`src/rtl/thermostat_hysteresis_controller_assert.svh`:
```
// ---------------------------------------------------------------------------
// Thermostat controller assertion macros
// Clocked, reset-qualified property wrappers for the controller checks.
// ---------------------------------------------------------------------------
`ifndef THERMOSTAT_HYSTERESIS_CONTROLLER_ASSERT_SVH
`define THERMOSTAT_HYSTERESIS_CONTROLLER_ASSERT_SVH

// same-cycle implication
`define THC_ASSERT_NOW(label, ante, cons, msg) \
    label: assert property (@(posedge i_clk) disable iff (!i_rst_n) \
        (ante) |-> (cons)) else $error(msg);

// next-cycle implication
`define THC_ASSERT_NEXT(label, ante, cons, msg) \
    label: assert property (@(posedge i_clk) disable iff (!i_rst_n) \
        (ante) |=> (cons)) else $error(msg);

`endif

```
`src/rtl/thc_pkg.sv`:
```
// ---------------------------------------------------------------------------
// Thermostat controller package
// Mode and register index codes, field widths and reset values.
// ---------------------------------------------------------------------------
`default_nettype none

package thc_pkg;

    localparam int TEMP_W  = 16;
    localparam int HUM_W   = 11;
    localparam int SP_W    = 7;
    localparam int BAND_W  = 10;
    localparam int CNT_W   = 16;
    localparam int CMP_W   = 17;
    localparam int IDX_W   = 3;
    localparam int CFG_W   = 16;

    localparam logic [CNT_W-1:0] BOOT_HOLD     = CNT_W'(45);
    localparam logic [SP_W-1:0]  RST_HEAT_SP   = SP_W'(68);
    localparam logic [SP_W-1:0]  RST_COOL_SP   = SP_W'(76);
    localparam logic [SP_W-1:0]  RST_HUM_SP    = SP_W'(50);
    localparam logic [BAND_W-1:0] RST_HALF_BAND = BAND_W'(8);

    typedef enum logic [1:0] {
        MODE_OFF   = 2'd0,
        MODE_HEAT  = 2'd1,
        MODE_COOL  = 2'd2,
        MODE_DEHUM = 2'd3
    } t_mode;

    typedef enum logic [IDX_W-1:0] {
        REG_MODE      = 3'd0,
        REG_FAN_MODE  = 3'd1,
        REG_HEAT_SP   = 3'd2,
        REG_COOL_SP   = 3'd3,
        REG_HUM_SP    = 3'd4,
        REG_HALF_BAND = 3'd5,
        REG_HOLD      = 3'd6,
        REG_MIN_RUN   = 3'd7
    } t_cfg_idx;

endpackage

`default_nettype wire

```
`src/rtl/thermostat_hysteresis_controller.sv`:
```
// ---------------------------------------------------------------------------
// Thermostat hysteresis controller
// One transaction per one-second tick: heat, cool and dehumidify on/off
// control with restart hold and minimum run countdowns.
// ---------------------------------------------------------------------------
// Usage:
//   Input channel (i_in_valid / o_in_stall) carries temperature (signed 12.4)
//   and humidity (unsigned 7.4) for one tick. Output channel (o_out_valid /
//   i_out_stall) returns one result transaction per tick: demand, relay
//   drives, wait flag and the restart hold seconds left.
//   From acceptance to o_out_valid the tick is captured in the input register
//   and then passes through the control logic into the result register once
//   that register is free to take it.
//   Throughput is one tick per cycle while the receiver does not stall; the
//   control state updates as each tick advances, so ticks follow back to back.
//   When the receiver stalls, the result register holds and the input
//   register keeps one more tick; o_in_stall rises only when both are full.
//   Configuration is written through i_cfg_we / i_cfg_index / i_cfg_data
//   while no tick is in flight; every index selects a register.
//   Synchronous reset restores register defaults, clears demand and wait,
//   loads the 45 second boot restart hold and empties both stages.
// ---------------------------------------------------------------------------
`default_nettype none

module thermostat_hysteresis_controller
    import thc_pkg::*;
(
    input  wire logic                     i_clk,
    input  wire logic                     i_rst_n,
    input  wire logic                     i_cfg_we,
    input  wire logic [IDX_W-1:0]         i_cfg_index,
    input  wire logic [CFG_W-1:0]         i_cfg_data,
    input  wire logic                     i_in_valid,
    output logic                          o_in_stall,
    input  wire logic signed [TEMP_W-1:0] i_temperature,
    input  wire logic [HUM_W-1:0]         i_humidity,
    output logic                          o_out_valid,
    input  wire logic                     i_out_stall,
    output logic                          o_control_on,
    output logic                          o_drive_relay,
    output logic                          o_waiting,
    output logic                          o_fan_drive,
    output logic [CNT_W-1:0]              o_hold_remaining
);

    function automatic logic signed [CMP_W-1:0] f_upper(
        input logic [SP_W-1:0]   sp,
        input logic [BAND_W-1:0] hb
    );
        return $signed({{(CMP_W-SP_W-4){1'b0}}, sp, 4'b0000})
             + $signed({{(CMP_W-BAND_W){1'b0}}, hb});
    endfunction

    function automatic logic signed [CMP_W-1:0] f_lower(
        input logic [SP_W-1:0]   sp,
        input logic [BAND_W-1:0] hb
    );
        return $signed({{(CMP_W-SP_W-4){1'b0}}, sp, 4'b0000})
             - $signed({{(CMP_W-BAND_W){1'b0}}, hb});
    endfunction

    t_mode              r_mode;
    logic               r_fan_mode;
    logic [SP_W-1:0]    r_heat_sp;
    logic [SP_W-1:0]    r_cool_sp;
    logic [SP_W-1:0]    r_hum_sp;
    logic [BAND_W-1:0]  r_half_band;
    logic [CNT_W-1:0]   r_hold_reload;
    logic [CNT_W-1:0]   r_min_run;

    t_mode              r_prior_mode;
    logic               r_demand;
    logic               r_wait;
    logic [CNT_W-1:0]   r_hold_count;
    logic [CNT_W-1:0]   r_run_count;

    logic                     r_in_valid;
    logic signed [TEMP_W-1:0] r_in_temp;
    logic [HUM_W-1:0]         r_in_hum;

    logic               r_out_valid;
    logic               r_out_control;
    logic               r_out_drive;
    logic               r_out_wait;
    logic               r_out_fan;
    logic [CNT_W-1:0]   r_out_hold;

    logic               advance;
    logic               in_take;
    logic               wait_mode;
    logic signed [CMP_W-1:0] temp_x;
    logic signed [CMP_W-1:0] hum_x;
    logic signed [CMP_W-1:0] heat_hi, heat_lo, cool_hi, cool_lo, hum_hi, hum_lo;
    logic               dem0;
    logic               n_demand;
    logic               n_wait;
    logic [CNT_W-1:0]   hold_mid;
    logic [CNT_W-1:0]   run_mid;
    logic [CNT_W-1:0]   n_hold_count;
    logic [CNT_W-1:0]   n_run_count;

    assign advance     = r_in_valid && (!r_out_valid || !i_out_stall);
    assign o_in_stall  = r_in_valid && !advance;
    assign in_take     = i_in_valid && !o_in_stall;
    assign wait_mode   = (r_mode == MODE_COOL) || (r_mode == MODE_DEHUM);

    assign temp_x  = CMP_W'(r_in_temp);
    assign hum_x   = $signed({{(CMP_W-HUM_W){1'b0}}, r_in_hum});
    assign heat_hi = f_upper(r_heat_sp, r_half_band);
    assign heat_lo = f_lower(r_heat_sp, r_half_band);
    assign cool_hi = f_upper(r_cool_sp, r_half_band);
    assign cool_lo = f_lower(r_cool_sp, r_half_band);
    assign hum_hi  = f_upper(r_hum_sp, r_half_band);
    assign hum_lo  = f_lower(r_hum_sp, r_half_band);

    assign dem0 = (r_prior_mode != r_mode) ? 1'b0 : r_demand;

    always_comb begin
        n_demand = dem0;
        n_wait   = r_wait;
        hold_mid = r_hold_count;
        run_mid  = r_run_count;
        unique case (r_mode)
            MODE_HEAT: begin
                if (dem0 && temp_x > heat_hi) begin
                    n_demand = 1'b0;
                end else if (!dem0 && temp_x < heat_lo) begin
                    n_demand = 1'b1;
                end
            end
            MODE_COOL: begin
                if (dem0 && temp_x < cool_lo) begin
                    n_demand = 1'b0;
                    hold_mid = r_hold_reload;
                end else if (!dem0 && temp_x > cool_hi) begin
                    n_wait = (r_hold_count != '0);
                    if (r_hold_count == '0) begin
                        n_demand = 1'b1;
                    end
                end else begin
                    n_wait = 1'b0;
                end
            end
            MODE_DEHUM: begin
                if (dem0 && hum_x < hum_lo) begin
                    n_wait = (r_run_count != '0);
                    if (r_run_count == '0) begin
                        n_demand = 1'b0;
                        hold_mid = r_hold_reload;
                    end
                end else if (!dem0 && hum_x > hum_hi) begin
                    n_wait = (r_hold_count != '0);
                    if (r_hold_count == '0) begin
                        n_demand = 1'b1;
                        run_mid  = r_min_run;
                    end
                end else begin
                    n_wait = 1'b0;
                end
            end
            MODE_OFF: begin
                n_demand = dem0;
            end
        endcase
        n_hold_count = (hold_mid != '0) ? hold_mid - CNT_W'(1) : '0;
        n_run_count  = (run_mid != '0) ? run_mid - CNT_W'(1) : '0;
    end

    always_ff @(posedge i_clk) begin
        if (!i_rst_n) begin
            r_mode        <= MODE_OFF;
            r_fan_mode    <= 1'b0;
            r_heat_sp     <= RST_HEAT_SP;
            r_cool_sp     <= RST_COOL_SP;
            r_hum_sp      <= RST_HUM_SP;
            r_half_band   <= RST_HALF_BAND;
            r_hold_reload <= BOOT_HOLD;
            r_min_run     <= '0;
        end else if (i_cfg_we) begin
            unique case (t_cfg_idx'(i_cfg_index))
                REG_MODE:      r_mode        <= t_mode'(i_cfg_data[1:0]);
                REG_FAN_MODE:  r_fan_mode    <= i_cfg_data[0];
                REG_HEAT_SP:   r_heat_sp     <= i_cfg_data[SP_W-1:0];
                REG_COOL_SP:   r_cool_sp     <= i_cfg_data[SP_W-1:0];
                REG_HUM_SP:    r_hum_sp      <= i_cfg_data[SP_W-1:0];
                REG_HALF_BAND: r_half_band   <= i_cfg_data[BAND_W-1:0];
                REG_HOLD:      r_hold_reload <= i_cfg_data[CNT_W-1:0];
                REG_MIN_RUN:   r_min_run     <= i_cfg_data[CNT_W-1:0];
            endcase
        end
    end

    always_ff @(posedge i_clk) begin
        if (!i_rst_n) begin
            r_prior_mode <= MODE_OFF;
            r_demand     <= 1'b0;
            r_wait       <= 1'b0;
            r_hold_count <= BOOT_HOLD;
            r_run_count  <= '0;
            r_in_valid   <= 1'b0;
            r_out_valid  <= 1'b0;
        end else begin
            if (in_take) begin
                r_in_valid <= 1'b1;
            end else if (advance) begin
                r_in_valid <= 1'b0;
            end
            if (advance) begin
                r_out_valid  <= 1'b1;
                r_prior_mode <= r_mode;
                r_demand     <= n_demand;
                r_wait       <= n_wait;
                r_hold_count <= n_hold_count;
                r_run_count  <= n_run_count;
            end else if (!i_out_stall) begin
                r_out_valid <= 1'b0;
            end
        end
    end

    always_ff @(posedge i_clk) begin
        if (in_take) begin
            r_in_temp <= i_temperature;
            r_in_hum  <= i_humidity;
        end
        if (advance) begin
            r_out_control <= n_demand;
            r_out_drive   <= (r_mode != MODE_OFF) && n_demand;
            r_out_wait    <= n_wait;
            r_out_fan     <= !r_fan_mode;
            r_out_hold    <= n_hold_count;
        end
    end

    assign o_out_valid      = r_out_valid;
    assign o_control_on     = r_out_control;
    assign o_drive_relay    = r_out_drive;
    assign o_waiting        = r_out_wait;
    assign o_fan_drive      = r_out_fan;
    assign o_hold_remaining = r_out_hold;

`include "thermostat_hysteresis_controller_assert.svh"

    `THC_ASSERT_NEXT(a_fill_out, advance, r_out_valid, "pending tick did not reach result")
    `THC_ASSERT_NOW(a_relay_demand, r_out_valid && r_out_drive, r_out_control, "relay without demand")
    `THC_ASSERT_NOW(a_wait_mode, $rose(r_wait), $past(wait_mode), "wait outside cool or dehumidify")

endmodule

`default_nettype wire

```
`config.mk`:
```
export PLATFORM = sky130hd
export DESIGN_NAME = thermostat_hysteresis_controller
export DESIGN_NICKNAME = d
export VERILOG_FILES = /design/src/rtl/thc_pkg.sv /design/src/rtl/thermostat_hysteresis_controller.sv
export VERILOG_INCLUDE_DIRS = /design/src /design/src/rtl
export SDC_FILE = /design/constraint.sdc
export NUM_CORES = 1
export LEC_CHECK = 0
export ABC_AREA = 0
export BUFFER_PORTS_ARGS = -buffer_cell sky130_fd_sc_hd__clkbuf_2
export CAP_MARGIN = 20
export CORE_MARGIN = 2
export CORE_UTILIZATION = 30
export DETAILED_ROUTE_END_ITERATION = 7
export GPL_ROUTABILITY_DRIVEN = 1
export GPL_TIMING_DRIVEN = 0
export HOLD_SLACK_MARGIN = 0.02
export PLACE_DENSITY = 0.43
export REMOVE_ABC_BUFFERS = 1
export SLEW_MARGIN = 10
export SYNTH_ARGS = -nofsm -noshare
export SYNTH_HDL_FRONTEND = slang
export SYNTH_SLANG_ARGS = --single-unit
```
`constraint.sdc`:
```
create_clock -name i_clk -period 5.5 [get_ports i_clk]
set_clock_uncertainty 0.2 [all_clocks]
set_input_delay 0.55 -clock i_clk [delete_from_list [all_inputs] [get_ports i_clk]]
set_output_delay 0.55 -clock i_clk [all_outputs]
set_load 0.05 [all_outputs]
```
==> qor.yml, run 1 <==
outcome: "finished with violations"
failed_checks: "setup timing"
drt-pass1-iter-count: 4
fp.coreArea_um2: 33600
grt_overflow: 0
synth_edf_count: 47
cp_data_arrival_time_ns: 5.64
io_pins: 73
hold_path_class: "input pin to register"
rsz0062_at_grt: "yes"
grt_pass1_wl_um: 50400
fmax_mhz: 182
fin_setup_tns_ns: -0.00150
clk_pin_slew_ns: 0.07
rrSetupSlack_ns: -0.001
gp_congestion: 0.770
synth_seq_cells: 151
drive_gt1_frac: 0.185
synth.avg_cell_area_um2: 8.60
worstMarginPinSlew_ns: 1.06
grt_start_max_net_pins: 54
antennaDiodeCount: 0
wl_per_cell_um: 18.5
die_y_um: 189
cts_hold_buf: 0
netlist_instances: 1195
vias: 9026
max_slew_margin: 0.287
drv_cap: 0
mostFrequentLayoutCells: "174 x nand2_1, 101 x ha_1, 100 x a21oi_1"
start_util: 0.306
area_delta_synth_final_pct: 21.4
crit_path_end_kind: "register"
avgViaCountPerCell: 5.16
postRouteAntennaNets: 0
cts_buffers: 17
grt_pass1_vias: 8643
synth_warnings: 0
hold_viol: 0
routed_wl_um: 32300
dp_hpwl_um: 23600
nNetsFinal: 1451
rows: 67
crit_type: "register to register"
grt_use_total: 0.182
cts_max_level: 4
cts-root-buf: "clkbuf_16"
place_inst: 1673
timing.critical_path.from_type: "register"
initialDrtViolationCount: 493
fin_area_um2: 12500
syn_area_um2: 10300
power_density_nw_per_um2: 330
drc: 0
final_cells: 1749
total_power_mw: 4.12
period_share: 1.00
postPlaceCellArea_um2: 11100
drv_slew: 0
die_w_um: 189
clock_sinks: 151
cts_tree: "yes"
seq_area_frac_synth: 0.340
cellLeakagePower_nw: 4.87
finalSetupViolations: 1
synthArstFlopShare: 0
whs_ns: 0.0736
ys.flop_type: "dfxtp_1"
final_common_cell: "nand2_1"
synth.distinct_cells: 71
port_buffers: 72
finalWorstSetupSlack_ns: -0.00150
clockBufferDepth: 2
fin_crit_ns: 5.50
dieArea_um2: 35700
antenna_found_initial: 0
crit_fanout: 4
clkLatencyLatePin_ns: 0.45
ir_worst_vdd_mv: 0.213
critical_path_required_ns: 5.64
[registers in the layout (all words and copies together) (netlist names), 2 cells and up]
signal,flops
r_hum_sp,7
r_heat_sp,7
r_mode,2
o_hold_remaining,16
r_run_count,16
r_hold_reload,16
r_prior_mode,2
r_in_hum,11
r_in_temp,16
r_hold_count,16
r_min_run,16
r_half_band,10
r_cool_sp,7
[synthesized netlist by cell type (6+ instances only)]
cell type | number | area, µm²
a211oi_1 | 7 | 52.6
nand2_1 | 175 | 657
o21a_1 | 9 | 67.6
inv_1 | 42 | 158
o21ai_0 | 30 | 150
nand2b_1 | 12 | 75.1
o31ai_1 | 11 | 82.6
or4_1 | 18 | 135
nor2b_1 | 9 | 56.3
o211ai_1 | 12 | 90.1
a22o_1 | 7 | 61.3
a2111oi_0 | 8 | 70.1
ha_1 | 109 | 1360
xnor2_1 | 43 | 377
nand4_1 | 11 | 68.8
mux2i_1 | 25 | 250
dfxtp_1 | 104 | 2080
nor3_1 | 25 | 125
o41ai_1 | 6 | 52.6
or2_2 | 7 | 43.8
nand3_1 | 32 | 160
nor4_1 | 12 | 75.1
or3_1 | 18 | 113
a21o_1 | 20 | 150
o22ai_1 | 7 | 43.8
o21bai_1 | 15 | 113
and3_1 | 8 | 50.1
xor2_1 | 19 | 166
clkbuf_1 | 39 | 146
nor2_1 | 99 | 372
edfxtp_1 | 47 | 1410
a21oi_1 | 109 | 546
[worst max-delay path: stages, from the launching register on]
cell and delay [ns]:
dfxtp_4 0.37, clkinvlp_4 0.15, ha_4 0.27, a211o_1 0.25
a31o_2 0.24, a21o_1 0.20, a21oi_2 0.18, xnor2_2 0.14
ha_1 0.26, o21a_1 0.11, o21a_1 0.18, a2111o_1 0.47
or4_4 0.49, nand3_4 0.16, mux2i_4 0.30, ha_4 0.18
nand4b_1 0.17, mux2i_4 0.29, buf_4 0.16, nor2_1 0.03
mux2_2 0.30, a211o_1 0.29
[final timing paths]
path / start / depth (start not counted) / to
setup / recovery: r_half_band[5] / 21 / r_hold_count[2]
hold / removal: i_temperature[3] / 1 / r_in_temp[3]
setup reg to reg: r_half_band[5] / 21 / r_hold_count[2]
hold reg to reg: r_hold_reload[15] / 2 / r_hold_reload[15]
[power breakdown]
part | internal (mW) | switching (mW) | leakage (nW) | total, mW
Clock | 0.746 | 0.531 | 0.294 | 1.28
Sequential | 1.24 | 0.0910 | 1.30 | 1.33
Combinational | 0.633 | 0.880 | 3.28 | 1.51
Total | 2.62 | 1.50 | 4.87 | 4.12
[logic make-up (layout without fill, tap and decap cells)]
| logic type | count (synthesis) | count (layout) | synth area share |
|---|---|---|---|
| simple gates | 453 | 454 | 0.210 |
| compound gates | 297 | 297 | 0.195 |
| flops | 151 | 151 | 0.340 |
| fa+ha+maj | 112 | 112 | 0.139 |
| buf+inv | 90 | 195 | 0.0336 |
| xor+xnor | 62 | 62 | 0.0529 |
| mux | 30 | 30 | 0.0298 |
[layer usage]
metal | global-route usage | share of wire | wire [µm]
met3 | 0.0259 | 0.033 | 1060
met1 | 0.267 | 0.52 | 16700
met4 | 0.0436 | 0.010 | 335
met2 | 0.280 | 0.44 | 14300
met5 | 0 | 0 | 0
[final cells by class]
class | count | area [µm²]
clock buffer | 20 | 457
clock inverter | 12 | 165
fill | 3403 | 21100
inverter | 42 | 169
multi-input combinational | 955 | 6820
sequential | 151 | 3510
tap | 448 | 561
timing repair buffer | 121 | 792
[what timing repair did]
action | 4_1_cts | 5_1_grt
endpoints found under the hold margin | 0 | 0
buffers inserted | 31 | 11
setup endpoints to repair | 48 | 42
pin swaps | 29 | 33
gates cloned | 1 | 1
resized for setup | 59 | 32
[per-stage QoR]
stage	setup slack, ns	utilization
finish	-0.00150	0.371
global route	-0.206	0.371
detailed placement	-2.06	0.331
global placement	-2.87	0.327
CTS	-0.0745	0.364
floorplan	-0.704	-
No activity file was read; power rests on OpenSTA's default activity.
==> inputs of run 2 (changes only) <==
--- a/config.mk
+++ b/config.mk
@@ -16,6 +16,7 @@
 export GPL_TIMING_DRIVEN = 0
 export HOLD_SLACK_MARGIN = 0.02
 export PLACE_DENSITY = 0.43
+export RECOVER_POWER = 25
 export REMOVE_ABC_BUFFERS = 1
 export SLEW_MARGIN = 10
 export SYNTH_ARGS = -nofsm -noshare
==> run 2 against run 1 <==
Compared with the run above: the flow finishes with violations (capacitance limit, slew limit, setup timing); largest cell class unchanged; critical path type unchanged; hold slack is essentially flat; critical path depth did not move; core utilization is 0.082 points lower; setup slack worse by 0.0011 ns; combinational power about the same; global-route usage stayed put; count of clock-buffer cells in the layout unchanged; clock power barely moved.
==> qor.yml, run 2 (synthesis gave the netlist of run 1 again) <==
start_util: 0.306  # unchanged
fill_cells: 3409  # was 3403
cp_data_arrival_time_ns: 5.64  # about the same
cts_hold_buf: 0  # unchanged
routed_wl_um: 32300  # about the same
failed_checks: "capacitance limit, slew limit, setup timing"  # was setup timing
grt_use_total: 0.182  # unchanged
seqCellArea_um2: 3510  # unchanged
ir_worst_vdd_mv: 0.213  # about the same
timing.critical_path.from_type: "register"  # unchanged
fin_crit_ns: 5.50  # about the same
crit_fanout: 4  # unchanged
hold_viol: 0  # unchanged
crit_path_end_kind: "register"  # unchanged
dp_hpwl_um: 23600  # unchanged
final_common_cell: "nand2_1"  # unchanged
cellLeakagePower_nw: 4.85  # was 4.87 nW
io_pins: 73  # unchanged
antennaDiodeCount: 0  # unchanged
period_share: 1.00  # about the same
grt_pass1_wl_um: 50400  # unchanged
power_density_nw_per_um2: 331  # was 330 nW/µm²
die_w_um: 189  # unchanged
antenna_found_initial: 0  # unchanged
finalSetupViolations: 1  # unchanged
port_buffers: 72  # unchanged
grt_overflow: 0  # unchanged
drv_slew: 27  # was 0
outcome: "finished with violations"  # unchanged
clk_pin_slew_ns: 0.07  # about the same
gp_congestion: 0.770  # unchanged
cts_tree: "yes"  # unchanged
place_inst: 1673  # unchanged
crit_type: "register to register"  # unchanged
clock_sinks: 151  # unchanged
rsz0062_at_grt: "yes"  # unchanged
critical_path_required_ns: 5.64  # about the same
cts_buffers: 17  # unchanged
area_delta_synth_final_pct: 21.1  # was 21.4%
wl_per_cell_um: 18.5  # about the same
drv_cap: 1  # was 0
nNetsFinal: 1451  # unchanged
fin_setup_tns_ns: -0.00259  # was -0.00150 ns
critical_path.slowest_cell: "or4_4"  # unchanged
grt_pass1_vias: 8643  # unchanged
clkLatencyLatePin_ns: 0.45  # about the same
cp_cell_sequence: "clkinvlp_4 > ha_4 > a211o_1 > a31o_2 > a21o_1 > a21oi_2 > xnor2_2 > ha_1 > o21a_1 > o21a_1 > a2111o_1 > or4_4 > nand3_4 > mux2i_4 > ha_4 > nand4b_1 > mux2i_4 > buf_4 > nor2_1 > mux2_2 > a211o_1"  # unchanged
worstMarginPinSlew_ns: 1.58  # was 1.06 ns
fmax_mhz: 182  # about the same
rows: 67  # unchanged
finalWorstSetupSlack_ns: -0.00259  # was -0.00150 ns
mostFrequentLayoutCells: "174 x nand2_1, 101 x ha_1, 100 x a21oi_1"  # unchanged
dieArea_um2: 35700  # unchanged
cp_num_buf_inv: 2  # unchanged
avgViaCountPerCell: 5.14  # was 5.16
die_y_um: 189  # unchanged
hold_path_class: "input pin to register"  # unchanged
cts_max_level: 4  # unchanged
clockBufferDepth: 2  # unchanged
drc: 0  # unchanged
cp_slowest_stage_delay_ns: 0.49  # about the same
max_slew_margin: -0.0503  # was 0.287
fp.coreArea_um2: 33600  # unchanged
postRouteAntennaNets: 0  # unchanged
final_cells: 1749  # unchanged
grt_start_max_net_pins: 54  # unchanged
cts-root-buf: "clkbuf_16"  # unchanged
vias: 8997  # was 9026
crit_family: "compound AO/OA/AOI/OAI gates"  # unchanged
drt-pass1-iter-count: 4  # unchanged
initialDrtViolationCount: 496  # was 493
multiInputGateArea_um2: 6810  # was 6820 µm²
drive_gt1_frac: 0.182  # was 0.185
==> run 2: cell types whose count changed in the layout (fill, tap and decap cells not counted), sizes merged <==
cell	before	now
buf	49	48
clkbuf	92	93
clkinvlp	4	5
inv	45	44
==> run 2: layer usage <==
metal  routed length, µm  up-vias  GRT usage
li1                    -     4562          -
met1               16700     4279      0.267
met2               14200      134      0.280
met3                1010       22     0.0259
met4                 335        0     0.0436
met5                   0        -          0
==> run 2: per-stage QoR <==
stage	worst slack, ns	power (mW)	cell area (µm²)	utilization	hold slack, ns
2_1_floorplan	-0.704	2.43	10100	-	0.224
3_3_place_gp	-2.87	2.79	11000	0.327	0.247
3_5_place_dp	-2.06	2.81	11100	0.331	0.258
4_1_cts	-0.0745	4.13	12200	0.364	0.0537
5_1_grt	-0.206	4.38	12400	0.370	0.0629
6_report	-0.00259	4.12	12400	0.370	0.0732
==> run 2: path summary, 6_finish.rpt <==
path	start	to	slack, ns	depth (start not counted)
worst min register to register	r_hold_reload[15]	r_hold_reload[15]	0.27	2
worst max-delay path	r_half_band[5]	r_hold_count[2]	-0.003	21
worst max register to register	r_half_band[5]	r_hold_count[2]	-0.003	21
worst min-delay path	i_temperature[1]	r_in_temp[1]	0.07	1
==> run 2: timing repair <==
action / CTS / global route
cloned: 1 / 1
buffers inserted: 31 / 11
gates resized for setup: 59 / 32
endpoints found under the setup margin: 48 / 42
pin swaps: 29 / 33
==> run 2: layout make-up <==
class                           count  area share
Clock buffer                       20      0.0367
Clock inverter                     12      0.0133
Inverter                           42      0.0135
Multi-Input combinational cell    955       0.547
Sequential cell                   151       0.282
Tap cell                          448      0.0451
Timing Repair Buffer              121      0.0621
==> run 2: report_power, final <==
part,internal (mW),switching (mW),total (mW)
combinational,0.631,0.879,1.51
sequential,1.24,0.0911,1.33
clock,0.746,0.533,1.28
==> inputs of run 3 (changes only) <==
--- a/config.mk
+++ b/config.mk
@@ -13,9 +13,8 @@
 export CORE_UTILIZATION = 30
 export DETAILED_ROUTE_END_ITERATION = 7
 export GPL_ROUTABILITY_DRIVEN = 1
-export GPL_TIMING_DRIVEN = 0
 export HOLD_SLACK_MARGIN = 0.02
-export PLACE_DENSITY = 0.43
+export PLACE_DENSITY = 0.56
 export RECOVER_POWER = 25
 export REMOVE_ABC_BUFFERS = 1
 export SLEW_MARGIN = 10
==> run 3 against run 2 <==
Compared with the run above: the run ends with capacitance limit, slew limit left; design area decreased by 0.93%; largest power group unchanged; routed wire length fell by 3.5%; highest routed layer is now met5; fmax is 1.4% higher; hold slack gained 0.0030 ns; sequential power barely moved; non-clock buffer count up 8; critical path type unchanged; global-route usage down 0.70 points.
==> qor.yml, run 3 (synthesis gave the netlist of run 1 again) <==
postRouteAntennaNets: 0  # unchanged
antenna_found_initial: 1  # was 0
final_common_cell: "nand2_1"  # unchanged
cts_tree: "yes"  # unchanged
intPower_mw: 2.67  # was 2.61 mW
fin_area_um2: 12300  # was 12400 µm²
drv_slew: 28  # was 27
fmax_mhz: 184  # was 182 MHz
finalSetupViolations: 0  # was 1
cts_buffers: 17  # unchanged
power_frac_seq: 0.320  # was 0.323
cts-root-buf: "clkbuf_16"  # unchanged
drv_cap: 1  # unchanged
crit_fanout: 4  # unchanged
fp.coreArea_um2: 33600  # unchanged
area_delta_synth_final_pct: 20.0  # was 21.1%
cp_data_arrival_time_ns: 5.55  # was 5.64 ns
nNetsFinal: 1458  # was 1451
pwr-share-clk: 0.311  # about the same
dp_hpwl_um: 23100  # was 23600 µm
die_y_um: 189  # unchanged
fin_setup_tns_ns: 0  # was -0.00259 ns
grt_overflow: 0  # unchanged
outcome: "finished with violations"  # unchanged
hold_viol: 0  # unchanged
initialDrtViolationCount: 704  # was 496
routed_wl_um: 31200  # was 32300 µm
rows: 67  # unchanged
clk_pin_slew_ns: 0.07  # about the same
die_w_um: 189  # unchanged
worstMarginPinSlew_ns: 1.63  # was 1.58 ns
critical_path_required_ns: 5.63  # was 5.64 ns
ir_worst_vdd_mv: 0.225  # was 0.213 mV
postPlaceCellArea_um2: 11400  # was 11100 µm²
dieArea_um2: 35700  # unchanged
period_share: 0.986  # was 1.00
timing.critical_path.from_type: "register"  # unchanged
crit_path_end_kind: "register"  # unchanged
cts_max_level: 4  # unchanged
drc: 0  # unchanged
clkLatencyLatePin_ns: 0.45  # about the same
cellLeakagePower_nw: 4.86  # was 4.85 nW
failed_checks: "capacitance limit, slew limit"  # was capacitance limit, slew limit, setup timing
max_slew_margin: -0.0840  # was -0.0503
grt_pass1_wl_um: 49000  # was 50400 µm
grt_start_max_net_pins: 68  # was 54
fin_crit_ns: 5.42  # was 5.50 ns
avgViaCountPerCell: 5.24  # was 5.14
grt_use_total: 0.175  # was 0.182
drt-pass1-iter-count: 5  # was 4
io_pins: 73  # unchanged
gp_congestion: 0.909  # was 0.770
port_buffers: 72  # unchanged
vias: 9206  # was 8997
power_density_nw_per_um2: 338  # was 331 nW/µm²
switching_share: 0.358  # was 0.365
drive_gt1_frac: 0.162  # was 0.182
start_util: 0.306  # unchanged
clock_sinks: 151  # unchanged
hold_path_class: "input pin to register"  # unchanged
grt_pass1_vias: 8813  # was 8643
rsz0062_at_grt: "yes"  # unchanged
mostFrequentLayoutCells: "174 x nand2_1, 105 x a21oi_1, 105 x ha_1"  # was 174 x nand2_1, 101 x ha_1, 100 x a21oi_1
power_switching_mw: 1.49  # was 1.50 mW
combPwrFrac: 0.369  # was 0.367
antennaDiodeCount: 0  # unchanged
clockBufferDepth: 2  # unchanged
wl_per_cell_um: 17.7  # was 18.5 µm
crit_type: "register to register"  # unchanged
## run 3: worst max-delay path, stage by stage (launching register included)
cell and delay, ns:
dfxtp_4 0.37, inv_4 0.04, ha_4 0.15, nor3b_4 0.15, buf_6 0.12, a21o_1 0.15
a21oi_2 0.15, nor2b_1 0.06, o21ai_1 0.16, nand2b_1 0.11, a21o_1 0.18, a21oi_2 0.14
xnor2_1 0.09, ha_1 0.29, o21a_1 0.12, a2111o_1 0.47, or4_4 0.60, nand3_4 0.14
mux2i_4 0.32, ha_2 0.22, nand4b_1 0.10, mux2i_1 0.23, buf_4 0.19, a41oi_2 0.12
and3_1 0.19, a221o_1 0.25
## run 3: timing repair
item / in CTS / in global routing
pin swaps: 1 / 21
buffers inserted: 1 / 8
hold buffers: 0 / 0
endpoints found under the setup margin: 27 / 33
resized for setup: 10 / 47
## run 3: power groups by stage
stage	sequential [mW]	clock (mW)	combinational, mW
after CTS	1.33	1.32	1.52
after floorplan	1.34	0	1.08
after detailed placement	1.35	0	1.51
after global routing	1.35	1.37	1.71
final	1.33	1.29	1.54
after global placement	1.35	0	1.48
## run 3: through the flow
step / util / power, mW / std cells / hold WS [ns] / setup WS (ns)
after floorplan: - / 2.43 / 1147 / 0.224 / -0.704
after global placement: 0.338 / 2.83 / 1713 / 0.246 / -0.00943
after detailed placement: 0.338 / 2.86 / 1714 / 0.254 / -0.169
after CTS: 0.359 / 4.17 / 1747 / 0.0585 / 0.0290
after global routing: 0.367 / 4.43 / 1756 / 0.0585 / -0.141
final: 0.367 / 4.16 / 1756 / 0.0762 / 0.0753
## run 3: path summary, 6_finish.rpt
kind	from	endpoint	slack [ns]	cells past startpoint
worst min register to register	r_hold_reload[15]	r_hold_reload[15]	0.26	2
worst max register to register	r_half_band[1]	r_hold_count[13]	0.08	25
worst max-delay path	r_half_band[1]	r_hold_count[13]	0.08	25
worst min-delay path	i_humidity[2]	r_in_hum[2]	0.08	1
## run 3: final cells by class
cell class | instances | area (µm²)
multi-input combinational | 954 | 6670
sequential | 151 | 3500
inverter | 42 | 160
clock buffer | 19 | 443
fill | 3426 | 21300
clock inverter | 13 | 193
tap | 448 | 561
timing repair buffer | 129 | 801
## run 3: per-layer routing
layer  global-route usage  vias to the layer above  part of all wire
met2                0.272                      243              0.45
met3               0.0315                       54             0.046
met1                0.242                     4335              0.48
li1                     -                     4572                 -
met4               0.0628                        2             0.021
met5                    0                        -           0.00042
